<file path="src/sv/cbcr_pkg.sv">
// shared types and constants for the circle versus box collision resolver
package cbcr_pkg;

    localparam int FRAC_BITS = 16;

    localparam int POS_W    = 32;
    localparam int RADIUS_W = 19;
    localparam int EYE_W    = 21;
    localparam int HEAD_W   = 19;
    localparam int CFG_W    = 21;
    localparam int CFG_IDX_W = 2;

    localparam int OPND_W = 40;
    localparam int ROOT_W = 20;

    localparam logic [RADIUS_W-1:0] RADIUS_RST = RADIUS_W'(13107);
    localparam logic [EYE_W-1:0]    EYE_RST    = EYE_W'(65536);
    localparam logic [HEAD_W-1:0]   HEAD_RST   = HEAD_W'(6554);

    localparam logic [ROOT_W-1:0] ZERO_DIST =
        ROOT_W'((64'd1 << FRAC_BITS) / 64'd1000000);

    localparam logic [CFG_IDX_W-1:0] REG_ENABLE = 2'd0;
    localparam logic [CFG_IDX_W-1:0] REG_RADIUS = 2'd1;
    localparam logic [CFG_IDX_W-1:0] REG_EYE    = 2'd2;
    localparam logic [CFG_IDX_W-1:0] REG_HEAD   = 2'd3;

    typedef enum logic {
        MODE_DIV  = 1'b0,
        MODE_SQRT = 1'b1
    } unit_mode_t;

    typedef struct packed {
        logic       start;
        unit_mode_t mode;
    } unit_req_t;

    typedef struct packed {
        logic                enable;
        logic [RADIUS_W-1:0] radius;
        logic [EYE_W-1:0]    eye;
        logic [HEAD_W-1:0]   head;
    } cfg_t;

endpackage

</file>
<file path="src/sv/circle_box_collision_resolver_unit.sv">
// top level: player cylinder against axis-aligned boxes, Q16.16 fixed point
// A load item, and a box item with collision off, goes from idle straight to the output
// stage. A box item that is not solid or misses vertically leaves at S_VERT, one whose
// offset reaches the radius at S_FAR and one whose squared distance reaches the radius
// squared at S_CMP; one that needs a push runs a square root and, unless the distance is
// zero, two divisions on the one shared bit-serial root/divide unit. The input is ready only
// while no item is in work; a finished result waits in its own output register.
module circle_box_collision_resolver_unit (
    input  logic                           aclk,
    input  logic                           aresetn,
    input  logic                           cfg_wr_en,
    input  logic [cbcr_pkg::CFG_IDX_W-1:0] cfg_index,
    input  logic [cbcr_pkg::CFG_W-1:0]     cfg_wdata,
    input  logic                           s_valid,
    output logic                           s_ready,
    input  logic                           s_command,
    input  logic signed [31:0]             s_load_x,
    input  logic signed [31:0]             s_load_y,
    input  logic signed [31:0]             s_load_z,
    input  logic signed [31:0]             s_box_min_x,
    input  logic signed [31:0]             s_box_min_y,
    input  logic signed [31:0]             s_box_min_z,
    input  logic signed [31:0]             s_box_max_x,
    input  logic signed [31:0]             s_box_max_y,
    input  logic signed [31:0]             s_box_max_z,
    input  logic                           s_solid,
    output logic                           m_valid,
    input  logic                           m_ready,
    output logic signed [31:0]             m_out_x,
    output logic signed [31:0]             m_out_y,
    output logic signed [31:0]             m_out_z,
    output logic                           m_pushed
);

    typedef enum logic [3:0] {
        S_IDLE, S_VERT, S_CLAMP, S_FAR, S_RSQ, S_SQX, S_SQZ, S_CMP,
        S_ROOT, S_MULX, S_DIVX, S_MULZ, S_DIVZ, S_FACE, S_OUT
    } state_t;

    localparam int W  = cbcr_pkg::POS_W;
    localparam int RW = cbcr_pkg::RADIUS_W;
    localparam int OW = cbcr_pkg::OPND_W;
    localparam int QW = cbcr_pkg::ROOT_W;

    function automatic logic signed [W-1:0] sat32(input logic signed [OW+1:0] v);
        if (v > $signed({{(OW+2-W){1'b0}}, 1'b0, {(W-1){1'b1}}}))
            return {1'b0, {(W-1){1'b1}}};
        else if (v < $signed({{(OW+2-W){1'b1}}, 1'b1, {(W-1){1'b0}}}))
            return {1'b1, {(W-1){1'b0}}};
        else
            return v[W-1:0];
    endfunction

    cbcr_pkg::cfg_t      cfg;
    cbcr_pkg::unit_req_t ureq;
    logic [OW-1:0]       u_operand;
    logic                u_done;
    logic [OW-1:0]       u_result;

    state_t                 state_reg;
    logic signed [W-1:0]    pos_x_reg, pos_y_reg, pos_z_reg;
    logic signed [W-1:0]    old_x_reg, old_y_reg, old_z_reg;
    logic signed [W-1:0]    mnx_reg, mny_reg, mnz_reg, mxx_reg, mxy_reg, mxz_reg;
    logic                   solid_reg;
    logic signed [W:0]      dx_reg, dz_reg;
    logic signed [W:0]      pxn_reg, pxp_reg, pzn_reg, pzp_reg;
    logic [RW-1:0]          adx_reg, adz_reg;
    logic                   nx_reg, nz_reg;
    logic [OW-1:0]          dsq_reg, rsq_reg;
    logic [QW-1:0]          root_reg;
    logic [RW-1:0]          pen_reg;
    logic                   m_valid_reg, m_pushed_reg;
    logic signed [W-1:0]    m_x_reg, m_y_reg, m_z_reg;

    logic [QW-1:0]          mul_a, mul_b;
    logic [OW-1:0]          mul_p;
    logic signed [W+1:0]    feet, head;
    logic signed [W-1:0]    cx, cz;
    logic signed [W:0]      dx_next, dz_next;
    logic [W:0]             adx, adz;
    logic signed [OW+1:0]   qx_signed, qz_signed, face_sum;
    logic signed [OW+1:0]   newx_sum, newz_sum;

    cbcr_cfg_regs u_cfg (
        .aclk      (aclk),
        .aresetn   (aresetn),
        .cfg_wr_en (cfg_wr_en),
        .cfg_index (cfg_index),
        .cfg_wdata (cfg_wdata),
        .cfg       (cfg)
    );

    cbcr_shared_unit u_unit (
        .aclk    (aclk),
        .aresetn (aresetn),
        .req     (ureq),
        .operand (u_operand),
        .divisor (root_reg),
        .done    (u_done),
        .result  (u_result)
    );

    always_comb begin
        unique case (state_reg)
            S_RSQ:   begin mul_a = QW'(cfg.radius); mul_b = QW'(cfg.radius); end
            S_SQX:   begin mul_a = QW'(adx_reg);    mul_b = QW'(adx_reg);    end
            S_SQZ:   begin mul_a = QW'(adz_reg);    mul_b = QW'(adz_reg);    end
            S_MULX:  begin mul_a = QW'(adx_reg);    mul_b = QW'(pen_reg);    end
            S_MULZ:  begin mul_a = QW'(adz_reg);    mul_b = QW'(pen_reg);    end
            default: begin mul_a = '0;              mul_b = '0;              end
        endcase
    end
    assign mul_p = mul_a * mul_b;

    always_comb begin
        ureq.start = 1'b0;
        ureq.mode  = cbcr_pkg::MODE_DIV;
        u_operand  = mul_p;
        if (state_reg == S_CMP && dsq_reg < rsq_reg) begin
            ureq.start = 1'b1;
            ureq.mode  = cbcr_pkg::MODE_SQRT;
            u_operand  = dsq_reg;
        end else if (state_reg == S_MULX || state_reg == S_MULZ) begin
            ureq.start = 1'b1;
        end
    end

    always_comb begin
        feet = (W+2)'(pos_y_reg) - $signed({1'b0, (W+1)'(cfg.eye)});
        head = (W+2)'(pos_y_reg) + $signed({1'b0, (W+1)'(cfg.head)});
        if (pos_x_reg < mnx_reg)      cx = mnx_reg;
        else if (pos_x_reg > mxx_reg) cx = mxx_reg;
        else                          cx = pos_x_reg;
        if (pos_z_reg < mnz_reg)      cz = mnz_reg;
        else if (pos_z_reg > mxz_reg) cz = mxz_reg;
        else                          cz = pos_z_reg;
        dx_next = (W+1)'(pos_x_reg) - (W+1)'(cx);
        dz_next = (W+1)'(pos_z_reg) - (W+1)'(cz);
        adx = dx_reg[W] ? W'(1'b0) - dx_reg : dx_reg;
        adz = dz_reg[W] ? W'(1'b0) - dz_reg : dz_reg;
        qx_signed = nx_reg ? -$signed({2'b00, u_result}) : $signed({2'b00, u_result});
        qz_signed = nz_reg ? -$signed({2'b00, u_result}) : $signed({2'b00, u_result});
        newx_sum  = (OW+2)'(pos_x_reg) + qx_signed;
        newz_sum  = (OW+2)'(pos_z_reg) + qz_signed;
        face_sum  = '0;
    end

    always_ff @(posedge aclk) begin
        if (!aresetn) begin
            state_reg   <= S_IDLE;
            pos_x_reg   <= '0;
            pos_y_reg   <= '0;
            pos_z_reg   <= '0;
            m_valid_reg <= 1'b0;
        end else begin
            if (m_valid_reg && m_ready && state_reg != S_OUT)
                m_valid_reg <= 1'b0;
            unique case (state_reg)
                S_IDLE: begin
                    if (s_valid) begin
                        old_x_reg <= s_command ? pos_x_reg : s_load_x;
                        old_y_reg <= s_command ? pos_y_reg : s_load_y;
                        old_z_reg <= s_command ? pos_z_reg : s_load_z;
                        mnx_reg   <= s_box_min_x;
                        mny_reg   <= s_box_min_y;
                        mnz_reg   <= s_box_min_z;
                        mxx_reg   <= s_box_max_x;
                        mxy_reg   <= s_box_max_y;
                        mxz_reg   <= s_box_max_z;
                        solid_reg <= s_solid;
                        if (!s_command) begin
                            pos_x_reg <= s_load_x;
                            pos_z_reg <= s_load_z;
                            if (cfg.enable && s_load_y < $signed(W'(cfg.eye)))
                                pos_y_reg <= W'(cfg.eye);
                            else
                                pos_y_reg <= s_load_y;
                            state_reg <= S_OUT;
                        end else if (!cfg.enable) begin
                            state_reg <= S_OUT;
                        end else begin
                            state_reg <= S_VERT;
                        end
                    end
                end
                S_VERT: begin
                    if (!solid_reg || feet >= (W+2)'(mxy_reg) || head <= (W+2)'(mny_reg))
                        state_reg <= S_OUT;
                    else
                        state_reg <= S_CLAMP;
                end
                S_CLAMP: begin
                    dx_reg    <= dx_next;
                    dz_reg    <= dz_next;
                    pxn_reg   <= (W+1)'(pos_x_reg) - (W+1)'(mnx_reg);
                    pxp_reg   <= (W+1)'(mxx_reg) - (W+1)'(pos_x_reg);
                    pzn_reg   <= (W+1)'(pos_z_reg) - (W+1)'(mnz_reg);
                    pzp_reg   <= (W+1)'(mxz_reg) - (W+1)'(pos_z_reg);
                    state_reg <= S_FAR;
                end
                S_FAR: begin
                    adx_reg <= adx[RW-1:0];
                    adz_reg <= adz[RW-1:0];
                    nx_reg  <= dx_reg[W];
                    nz_reg  <= dz_reg[W];
                    if (adx >= (W+1)'(cfg.radius) || adz >= (W+1)'(cfg.radius))
                        state_reg <= S_OUT;
                    else
                        state_reg <= S_RSQ;
                end
                S_RSQ: begin
                    rsq_reg   <= mul_p;
                    state_reg <= S_SQX;
                end
                S_SQX: begin
                    dsq_reg   <= mul_p;
                    state_reg <= S_SQZ;
                end
                S_SQZ: begin
                    dsq_reg   <= dsq_reg + mul_p;
                    state_reg <= S_CMP;
                end
                S_CMP: begin
                    state_reg <= (dsq_reg < rsq_reg) ? S_ROOT : S_OUT;
                end
                S_ROOT: begin
                    if (u_done) begin
                        root_reg  <= u_result[QW-1:0];
                        pen_reg   <= cfg.radius - u_result[RW-1:0];
                        state_reg <= (u_result[QW-1:0] <= cbcr_pkg::ZERO_DIST) ? S_FACE : S_MULX;
                    end
                end
                S_MULX: state_reg <= S_DIVX;
                S_DIVX: begin
                    if (u_done) begin
                        pos_x_reg <= sat32(newx_sum);
                        state_reg <= S_MULZ;
                    end
                end
                S_MULZ: state_reg <= S_DIVZ;
                S_DIVZ: begin
                    if (u_done) begin
                        pos_z_reg <= sat32(newz_sum);
                        state_reg <= S_OUT;
                    end
                end
                S_FACE: begin
                    if (pxn_reg <= pxp_reg && pxn_reg <= pzn_reg && pxn_reg <= pzp_reg)
                        pos_x_reg <= sat32((OW+2)'(mnx_reg) - (OW+2)'(cfg.radius) + face_sum);
                    else if (pxp_reg <= pzn_reg && pxp_reg <= pzp_reg)
                        pos_x_reg <= sat32((OW+2)'(mxx_reg) + (OW+2)'(cfg.radius));
                    else if (pzn_reg <= pzp_reg)
                        pos_z_reg <= sat32((OW+2)'(mnz_reg) - (OW+2)'(cfg.radius));
                    else
                        pos_z_reg <= sat32((OW+2)'(mxz_reg) + (OW+2)'(cfg.radius));
                    state_reg <= S_OUT;
                end
                S_OUT: begin
                    if (!m_valid_reg || m_ready) begin
                        m_valid_reg  <= 1'b1;
                        m_x_reg      <= pos_x_reg;
                        m_y_reg      <= pos_y_reg;
                        m_z_reg      <= pos_z_reg;
                        m_pushed_reg <= (pos_x_reg != old_x_reg) || (pos_y_reg != old_y_reg)
                                        || (pos_z_reg != old_z_reg);
                        state_reg    <= S_IDLE;
                    end
                end
                default: state_reg <= S_IDLE;
            endcase
        end
    end

    assign s_ready  = (state_reg == S_IDLE);
    assign m_valid  = m_valid_reg;
    assign m_out_x  = m_x_reg;
    assign m_out_y  = m_y_reg;
    assign m_out_z  = m_z_reg;
    assign m_pushed = m_pushed_reg;

    // the shared unit only finishes while the sequencer waits on it
    assert property (@(posedge aclk) disable iff (!aresetn)
        u_done |-> (state_reg == S_ROOT || state_reg == S_DIVX || state_reg == S_DIVZ))
        else $error("shared unit finished outside a wait state");

    // box items with collision off go straight to the output stage
    assert property (@(posedge aclk) disable iff (!aresetn)
        (s_valid && s_ready && s_command && !cfg.enable) |=> (state_reg == S_OUT))
        else $error("disabled box item did not bypass");

    // a push never starts unless the squared distance is inside the radius
    assert property (@(posedge aclk) disable iff (!aresetn)
        (ureq.start && ureq.mode == cbcr_pkg::MODE_SQRT) |-> (dsq_reg < rsq_reg))
        else $error("root started outside the radius");

endmodule

</file>
<file path="src/sv/cbcr_cfg_regs.sv">
// configuration registers
module cbcr_cfg_regs (
    input  logic                           aclk,
    input  logic                           aresetn,
    input  logic                           cfg_wr_en,
    input  logic [cbcr_pkg::CFG_IDX_W-1:0] cfg_index,
    input  logic [cbcr_pkg::CFG_W-1:0]     cfg_wdata,
    output cbcr_pkg::cfg_t                 cfg
);

    cbcr_pkg::cfg_t cfg_reg;

    always_ff @(posedge aclk) begin
        if (!aresetn) begin
            cfg_reg.enable <= 1'b1;
            cfg_reg.radius <= cbcr_pkg::RADIUS_RST;
            cfg_reg.eye    <= cbcr_pkg::EYE_RST;
            cfg_reg.head   <= cbcr_pkg::HEAD_RST;
        end else if (cfg_wr_en) begin
            unique case (cfg_index)
                cbcr_pkg::REG_ENABLE: cfg_reg.enable <= cfg_wdata[0];
                cbcr_pkg::REG_RADIUS: cfg_reg.radius <= cfg_wdata[cbcr_pkg::RADIUS_W-1:0];
                cbcr_pkg::REG_EYE:    cfg_reg.eye    <= cfg_wdata[cbcr_pkg::EYE_W-1:0];
                cbcr_pkg::REG_HEAD:   cfg_reg.head   <= cfg_wdata[cbcr_pkg::HEAD_W-1:0];
                default: ;
            endcase
        end
    end

    assign cfg = cfg_reg;

endmodule

</file>
<file path="src/sv/cbcr_shared_unit.sv">
// shared restoring unit: one bit of quotient or root per cycle
module cbcr_shared_unit (
    input  logic                        aclk,
    input  logic                        aresetn,
    input  cbcr_pkg::unit_req_t         req,
    input  logic [cbcr_pkg::OPND_W-1:0] operand,
    input  logic [cbcr_pkg::ROOT_W-1:0] divisor,
    output logic                        done,
    output logic [cbcr_pkg::OPND_W-1:0] result
);

    localparam int REM_W = 24;
    localparam int CNT_W = 6;
    localparam logic [CNT_W-1:0] SQRT_STEPS = CNT_W'(cbcr_pkg::OPND_W / 2 - 1);
    localparam logic [CNT_W-1:0] DIV_STEPS  = CNT_W'(cbcr_pkg::OPND_W - 1);

    logic                         busy_reg;
    logic                         done_reg;
    cbcr_pkg::unit_mode_t         mode_reg;
    logic [cbcr_pkg::OPND_W-1:0]  acc_reg, acc_next;
    logic [REM_W-1:0]             rem_reg, rem_next;
    logic [cbcr_pkg::OPND_W-1:0]  res_reg;
    logic [cbcr_pkg::ROOT_W-1:0]  div_reg;
    logic [CNT_W-1:0]             cnt_reg;
    logic [REM_W-1:0]             rem_sh, trial;
    logic [REM_W:0]               diff;
    logic                         ge;

    always_comb begin
        if (mode_reg == cbcr_pkg::MODE_SQRT) begin
            rem_sh   = {rem_reg[REM_W-3:0], acc_reg[cbcr_pkg::OPND_W-1 -: 2]};
            trial    = {2'b00, res_reg[cbcr_pkg::ROOT_W-1:0], 2'b01};
            acc_next = {acc_reg[cbcr_pkg::OPND_W-3:0], 2'b00};
        end else begin
            rem_sh   = {rem_reg[REM_W-2:0], acc_reg[cbcr_pkg::OPND_W-1]};
            trial    = {4'b0000, div_reg};
            acc_next = {acc_reg[cbcr_pkg::OPND_W-2:0], 1'b0};
        end
        diff     = {1'b0, rem_sh} - {1'b0, trial};
        ge       = !diff[REM_W];
        rem_next = ge ? diff[REM_W-1:0] : rem_sh;
    end

    always_ff @(posedge aclk) begin
        if (!aresetn) begin
            busy_reg <= 1'b0;
            done_reg <= 1'b0;
        end else begin
            done_reg <= 1'b0;
            if (req.start) begin
                busy_reg <= 1'b1;
                mode_reg <= req.mode;
                acc_reg  <= operand;
                rem_reg  <= '0;
                res_reg  <= '0;
                div_reg  <= divisor;
                cnt_reg  <= (req.mode == cbcr_pkg::MODE_SQRT) ? SQRT_STEPS : DIV_STEPS;
            end else if (busy_reg) begin
                acc_reg <= acc_next;
                rem_reg <= rem_next;
                res_reg <= {res_reg[cbcr_pkg::OPND_W-2:0], ge};
                if (cnt_reg == '0) begin
                    busy_reg <= 1'b0;
                    done_reg <= 1'b1;
                end else begin
                    cnt_reg <= cnt_reg - 1'b1;
                end
            end
        end
    end

    assign done   = done_reg;
    assign result = res_reg;

endmodule

</file>
<file path="config.mk">
export PLATFORM = sky130hd
export DESIGN_NAME = circle_box_collision_resolver_unit
export DESIGN_NICKNAME = d
export VERILOG_FILES = /design/src/sv/cbcr_pkg.sv /design/src/sv/circle_box_collision_resolver_unit.sv /design/src/sv/cbcr_cfg_regs.sv /design/src/sv/cbcr_shared_unit.sv
export SDC_FILE = /design/constraint.sdc
export NUM_CORES = 2
export LEC_CHECK = 0
export ABC_AREA = 1
export BUFFER_PORTS_ARGS = -buffer_cell sky130_fd_sc_hd__buf_2
export CORE_AREA = 5 5 425 427
export DETAILED_ROUTE_END_ITERATION = 8
export DIE_AREA = 0 0 430 432
export GPL_ROUTABILITY_DRIVEN = 1
export PLACE_DENSITY = 0.79
export SYNTH_ARGS = -nofsm -noshare
export SYNTH_HDL_FRONTEND = slang
export SYNTH_HIERARCHICAL = 1
export SYNTH_SLANG_ARGS = --single-unit
</file>
<file path="constraint.sdc">
create_clock -name aclk -period 25.7 [get_ports aclk]
set_clock_uncertainty 0.2 [all_clocks]
set_input_delay 1.285 -clock aclk [delete_from_list [all_inputs] [get_ports aclk]]
set_output_delay 1.285 -clock aclk [all_outputs]
set_load 0.02 [all_outputs]
</file>
# Word-level counts from Yosys, hierarchy flattened
# Cells that the tools add are included.
[totals]
input_bits = 318
output_inout_bits = 99
wordCells = 248
regBits = 1036
[classes]
mux = 73
eq_ne = 30
bitwise = 3
order_cmp = 29
reduce_logical = 46
multipliers = 1
add_sub_neg = 21
[ops]
columns = ["op", "count"]
rows = [
  ["two-way mux 32 bit", 29],
  ["two-way mux 40 bit", 5],
  ["<= comparator 33 bit", 6],
  ["subtractor 32 x 32 -> 33 bit", 6],
  ["one-hot mux 32 bit (3 select lines)", 2],
  ["> comparator 33 x 32 -> 1 bit (second input constant)", 4],
  ["less-than comparator 33 x 32 -> 1 bit (second input constant)", 4],
  ["adder 32 x 20 -> 33 bit", 3],
  ["inequality test 32 bit", 3],
  ["adder 32 x 42 -> 42 bit", 2],
  ["> comparator 42 x 32 -> 1 bit (second input constant)", 2],
  ["less-than comparator 42 x 32 -> 1 bit (second input constant)", 2],
  ["two-way mux 42 bit", 2],
  ["one-hot mux 40 bit (2 select lines)", 1],
  ["one-hot mux 19 bit (4 select lines)", 1],
  ["greater-or-equal comparator 33 x 19 -> 1 bit", 2],
  ["two-way mux 33 bit", 2],
  ["subtractor 1 x 33 -> 33 bit (first input constant)", 2],
  ["subtractor 32 x 20 -> 33 bit", 2],
  ["> comparator 32 bit", 2],
  ["less-than comparator 32 bit", 2],
  ["one-hot mux 4 bit (15 select lines)", 1],
  ["one-hot mux 19 bit (3 select lines)", 1],
  ["two-way mux 23 bit", 2],
  ["43 further kinds", 115],
]

# Logic depth before layout (Yosys ltp)
[logic_depth]
depth_word = 8
mapped_depth = 46
mapped_depth_nobuf = 45

# By module
# Netlist, hierarchy kept.
[by_module_without_submodules]
columns = ["module", "area_each_um2", "instances", "cells_each", "seq_area_each_um2"]
rows = [
  ["circle_box_collision_resolver_unit", 86120.1, 1, 11456, 24333.3],
  ["cbcr_shared_unit", 7677.4, 1, 964, 3943.8],
  ["cbcr_cfg_regs", 2339.7, 1, 352, 1201.2],
]

# Worst setup path after synthesis
# Ideal clock, no wire load.
[synth_path]
kind = "in2reg"
from = "in aresetn"
to = "reg mnx_reg[0] (enable)"
n_path_buf = 2
setup_slack_ns = 2.992
cell_stages = 4
arrival_ns = 21.213
path_cell_list = "clkbuf_1 -> inv_2 -> clkbuf_8 -> nor3_1"
[synth_via]
elab_chain_cells = 1
[synth_lines]
columns = ["item", "line_no", "rtl"]
rows = [
  ["start: declaration", "circle_box_collision_resolver_unit.sv:10", "input logic aresetn,"],
  ["AND reduction 3 bit (no source line)", "--", ""],
  ["end signal: assignment", "circle_box_collision_resolver_unit.sv:164", "mnx_reg <= s_box_min_x;"],
  ["end: declaration", "circle_box_collision_resolver_unit.sv:63", "logic signed [W-1:0] mnx_reg, mny_reg, mnz_reg, mxx_reg, mxy_reg, mxz_reg;"],
]
# Every way passes these cells.
# A chain may end at the register's enable or synchronous reset.

# Worst setup path in the final report
[layout_path]
from = "reg state_reg[3]"
to = "reg dsq_reg[36], data pin"
[layout_via]
elab_chain_cells = 6
[layout_lines]
columns = ["item", "line_no", "rtl"]
rows = [
  ["start: declaration", "circle_box_collision_resolver_unit.sv:60", "state_t state_reg;"],
  ["start signal: assignment", "circle_box_collision_resolver_unit.sv:224", "state_reg <= (dsq_reg < rsq_reg) ? S_ROOT : S_OUT;"],
  ["start signal: assignment", "circle_box_collision_resolver_unit.sv:230", "state_reg <= (u_result[QW-1:0] <= cbcr_pkg::ZERO_DIST) ? S_FACE : S_MULX;"],
  ["== test 4 bit / == test 4 x 3 -> 1 bit (equally long branches)", "circle_box_collision_resolver_unit.sv:104", "unique case (state_reg)"],
  ["OR reduction 2 bit (no source line)", "--", ""],
  ["one-hot mux 19 bit (4 select lines) / one-hot mux 19 bit (3 select lines) (equally long branches)", "circle_box_collision_resolver_unit.sv:104", ""],
  ["multiplier 20 x 20 -> 40 bit (*)", "circle_box_collision_resolver_unit.sv:113", "assign mul_p = mul_a * mul_b;"],
  ["net mul_p[24]", "circle_box_collision_resolver_unit.sv:76", "logic [OW-1:0] mul_p;"],
  ["adder 40 bit (*)", "circle_box_collision_resolver_unit.sv:220", "dsq_reg <= dsq_reg + mul_p;"],
  ["one-hot mux 40 bit (2 select lines) (*)", "circle_box_collision_resolver_unit.sv:158", "unique case (state_reg)"],
  ["end signal: assignment", "circle_box_collision_resolver_unit.sv:216", "dsq_reg <= mul_p;"],
  ["end signal: assignment", "circle_box_collision_resolver_unit.sv:220", ""],
  ["end: declaration", "circle_box_collision_resolver_unit.sv:69", "logic [OW-1:0] dsq_reg, rsq_reg;"],
]
# Mark *: on every way through the listed nets, which the timed path passes. The rest lies on a longest branch.

==> summary.md <==
| Metric | Value |
|---|---|
| HPWL Detailed | `280 mm` |
| CTS buffer count | `113` |
| Area of the core | `0.176 mm^2` |
| Crit path depth | `38` |
| Hold slack | `0.209 ns` |
| Wire length of the first global-routing pass | `518 mm` |
| Clock tree buffer depth | `3` |
| H-tree depth | `3` |
| Clock share of power | `16.1%` |
| Final WL | `354 mm` |
| Die height | `432 um` |
| FMAX | `92.4 MHz` |
| Top post-synthesis cells by count | `nand2_1 (3231), inv_1 (1950), nor2_1 (1079)` |
| Area growth from synthesis to layout | `9.08%` |
| Total grt overflow | `0` |
| DIE AREA | `0.186 mm^2` |
| Met3 usage | `7.19%` |
| Final setup viols | `0` |
| Post-cts resize count | `0` |
| Sequential power share | `24.3%` |
| Clock Tree Root | `clkbuf_16` |
| Worst Path Max Fanout | `19` |
| Nets | `14.8k` |
| GR peak layer | `met2` |
| Asr flop ratio synth | `0%` |
| Worst skew pair latency | `0.81 ns` |
| Worst rel slew slack | `13.0%` |
| Leak | `51.0 nW` |
| PnR worst setup slack | `14.87 ns` |
| Initial Util | `54.7%` |
| Hold Path Origin | `root_reg[10]$_DFFE_PP_` |
| Max-cap violations | `0` |
| TritonCTS clock tree | `yes` |
| Peak VDD IR | `75.6 uV` |
| Synth warn | `6` |
| Clock-pin transition on the worst setup and hold timing paths | `0.06 ns` |
| Mean Syn Cell Area | `7.53 um^2` |
| Largest net degree at the start of global routing | `159` |
| Critical Path End Type | `register` |
| R2R Setup Slk | `14.87 ns` |
| Type of the worst setup path | `reg2reg` |
| Routed len/inst | `22.6 um` |
| I/O pin cnt | `417` |
| Yosys reg bits | `1036` |
| Top delay family on crit path | `adder cells` |
| Worst Hold Class | `reg2reg` |
| CP startpoint | `state_reg[3]$_SDFFE_PN0P_` |
| Worst reg2reg path depth | `38` |
| DIE WIDTH | `430 um` |
| RSZ-0062 raised after global routing | `false` |
| Final Hold Fails | `0` |
| Total power | `10.5 mW` |
| Run status | `finished, final reports clean` |
| R2r startpoint | `state_reg[3]$_SDFFE_PN0P_` |
| Drt drc | `0` |
| Final min period | `10.83 ns` |
| Post-synth cell types | `72` |
| Syn Nets | `14.4k` |
| Post-Synthesis Cells | `12.8k` |
| Pwr dens | `101 mW/mm^2` |
| WP data arrival | `11.16 ns` |
| Layout cell share with drive strength beyond 1 | `6.50%` |
| Register area share after synthesis | `30.7%` |
| Postcts setup bufs | `0` |
| Ys flop type | `edfxtp_1` |
| Netlist Area Pre-Place | `0.0961 mm^2` |
| Starting DRC count in detailed routing | `10.7k` |
| Sink Count | `1036` |
| Pre-CTS worst setup slack | `15.01 ns` |
| Max Slew Vio Count | `0` |
| Vias/cell | `5.83` |
| Startpoint types | `register` |
| Post-synth top area cell | `edfxtp_1` |
| Via count | `91.2k` |
| Critical R2R Capture | `dsq_reg[36]$_DFFE_PP_` |
| Most used cell, CP | `inv_1` |
| GR Layer Usage met2 | `57.3%` |
| WP buf/inv | `8` |
| All-Layer GR Usage | `36.7%` |
| Psw | `5.36 mW` |
| Finished Core Util | `59.7%` |
| Count leader, synth | `nand2_1` |
| Largest register FFs | `60` |
| Switching Share | `50.9%` |
| Period utilization | `42.1%` |
| Critical path endpoint | `dsq_reg[36]$_DFFE_PP_` |
| Iteration count of the initial detailed-routing pass | `9` |
| Combinational Power Share | `59.7%` |
| Core Rows | `154` |
| ANT nets after route | `0` |
| GR Layer Usage met1 | `45.5%` |
| CTS Hold Bufs | `0` |
| Internal Power | `5.18 mW` |
| CP required | `26.04 ns` |
| IO buf count | `416` |
| Initial antenna violation count | `33` |
| Ranking of synthesized cells by area | `edfxtp_1 (27%), ha_1 (13%), nand2_1 (13%)` |
| Vias in the first global route | `85.3k` |
| Post-synth top area share | `27.3%` |
| GPL Wtd Cong | `1.08` |
| Setup TNS Final | `0 ns` |
| Post-synth EDFFs | `873` |
| Slew of the pin with the lowest slew margin | `1.29 ns` |
| CP max stage delay | `0.94 ns` |
| Slowest-stage cell, CP | `nor2_1` |
power by group through the flow:
stage	Combinational (mW)	Clock, mW	Sequential, mW
6_report	6.29	1.69	2.56
5_1_grt	6.82	1.78	2.56
4_1_cts	6.09	1.71	2.54
3_5_place_dp	6.04	0	2.57
3_3_place_gp	6.03	0	2.57
2_1_floorplan	4.12	0	2.58
cell type report:
type	instances	area [um^2]
clock inverter	78	868
multi-input combinational	9479	58000
antenna	43	108
fill	16330	70900
inverter	1969	7390
tap	2340	2930
sequential	1036	29500
timing repair buffer	561	3190
clock buffer	135	2930
routing by layer:
metal	wire length, um	vias up
met5	214	-
met4	30300	12
met3	33200	1202
met2	156000	4825
met1	134000	42267
li1	-	42858
how the worst min path moves through the flow:
stage | endpoint | slack [ns] | cells after the start
after floorplan | u_unit/div_reg[0]$_DFFE_PP_ | 0.20 | 0
final | u_unit/div_reg[10]$_DFFE_PP_ | 0.21 | 0
after global placement | u_unit/div_reg[17]$_DFFE_PP_ | 0.20 | 0
after CTS | u_unit/div_reg[10]$_DFFE_PP_ | 0.21 | 0
after global routing | u_unit/div_reg[10]$_DFFE_PP_ | 0.21 | 0
after detailed placement | u_unit/div_reg[10]$_DFFE_PP_ | 0.20 | 0
cell usage in the layout, fill, tap and decap left out, types with 145 or more instances in the layout:
cell type / netlist / final
nand2_1: 3231 / 3230
inv_1: 1950 / 1950
nor2_1: 1079 / 1072
a21oi_1: 1042 / 1042
ha_1: 971 / 971
edfxtp_1: 873 / 873
o21ai_0: 720 / 719
nand3_1: 625 / 625
xor2_1: 468 / 468
buf_2: 53 / 415
fa_1: 306 / 306
xnor2_1: 174 / 174
dfxtp_1: 163 / 163
nand4_1: 159 / 159
buf_4: 4 / 145
kinds of logic (layout without fill, tap and decap cells):
group,Yosys count,count (layout),synth area share [%]
AOI/OAI and AO/OA,2114,2114,11.8
xor gates and xnor gates,644,644,5.88
adders and majority gates,1277,1277,19.0
buffers and inverters,2257,2743,9.14
DFF,1036,1036,30.7
other,0,43,0
and+or+nand+nor,5444,5444,23.5
per-stage QoR:
step	std cells	cell area, um^2
3_5_place_dp	15385	101000
6_report	15641	105000
4_1_cts	15598	105000
2_1_floorplan	12772	96100
3_3_place_gp	15385	101000
5_1_grt	15616	105000
Note: power is estimated with default switching activity, not from simulation.
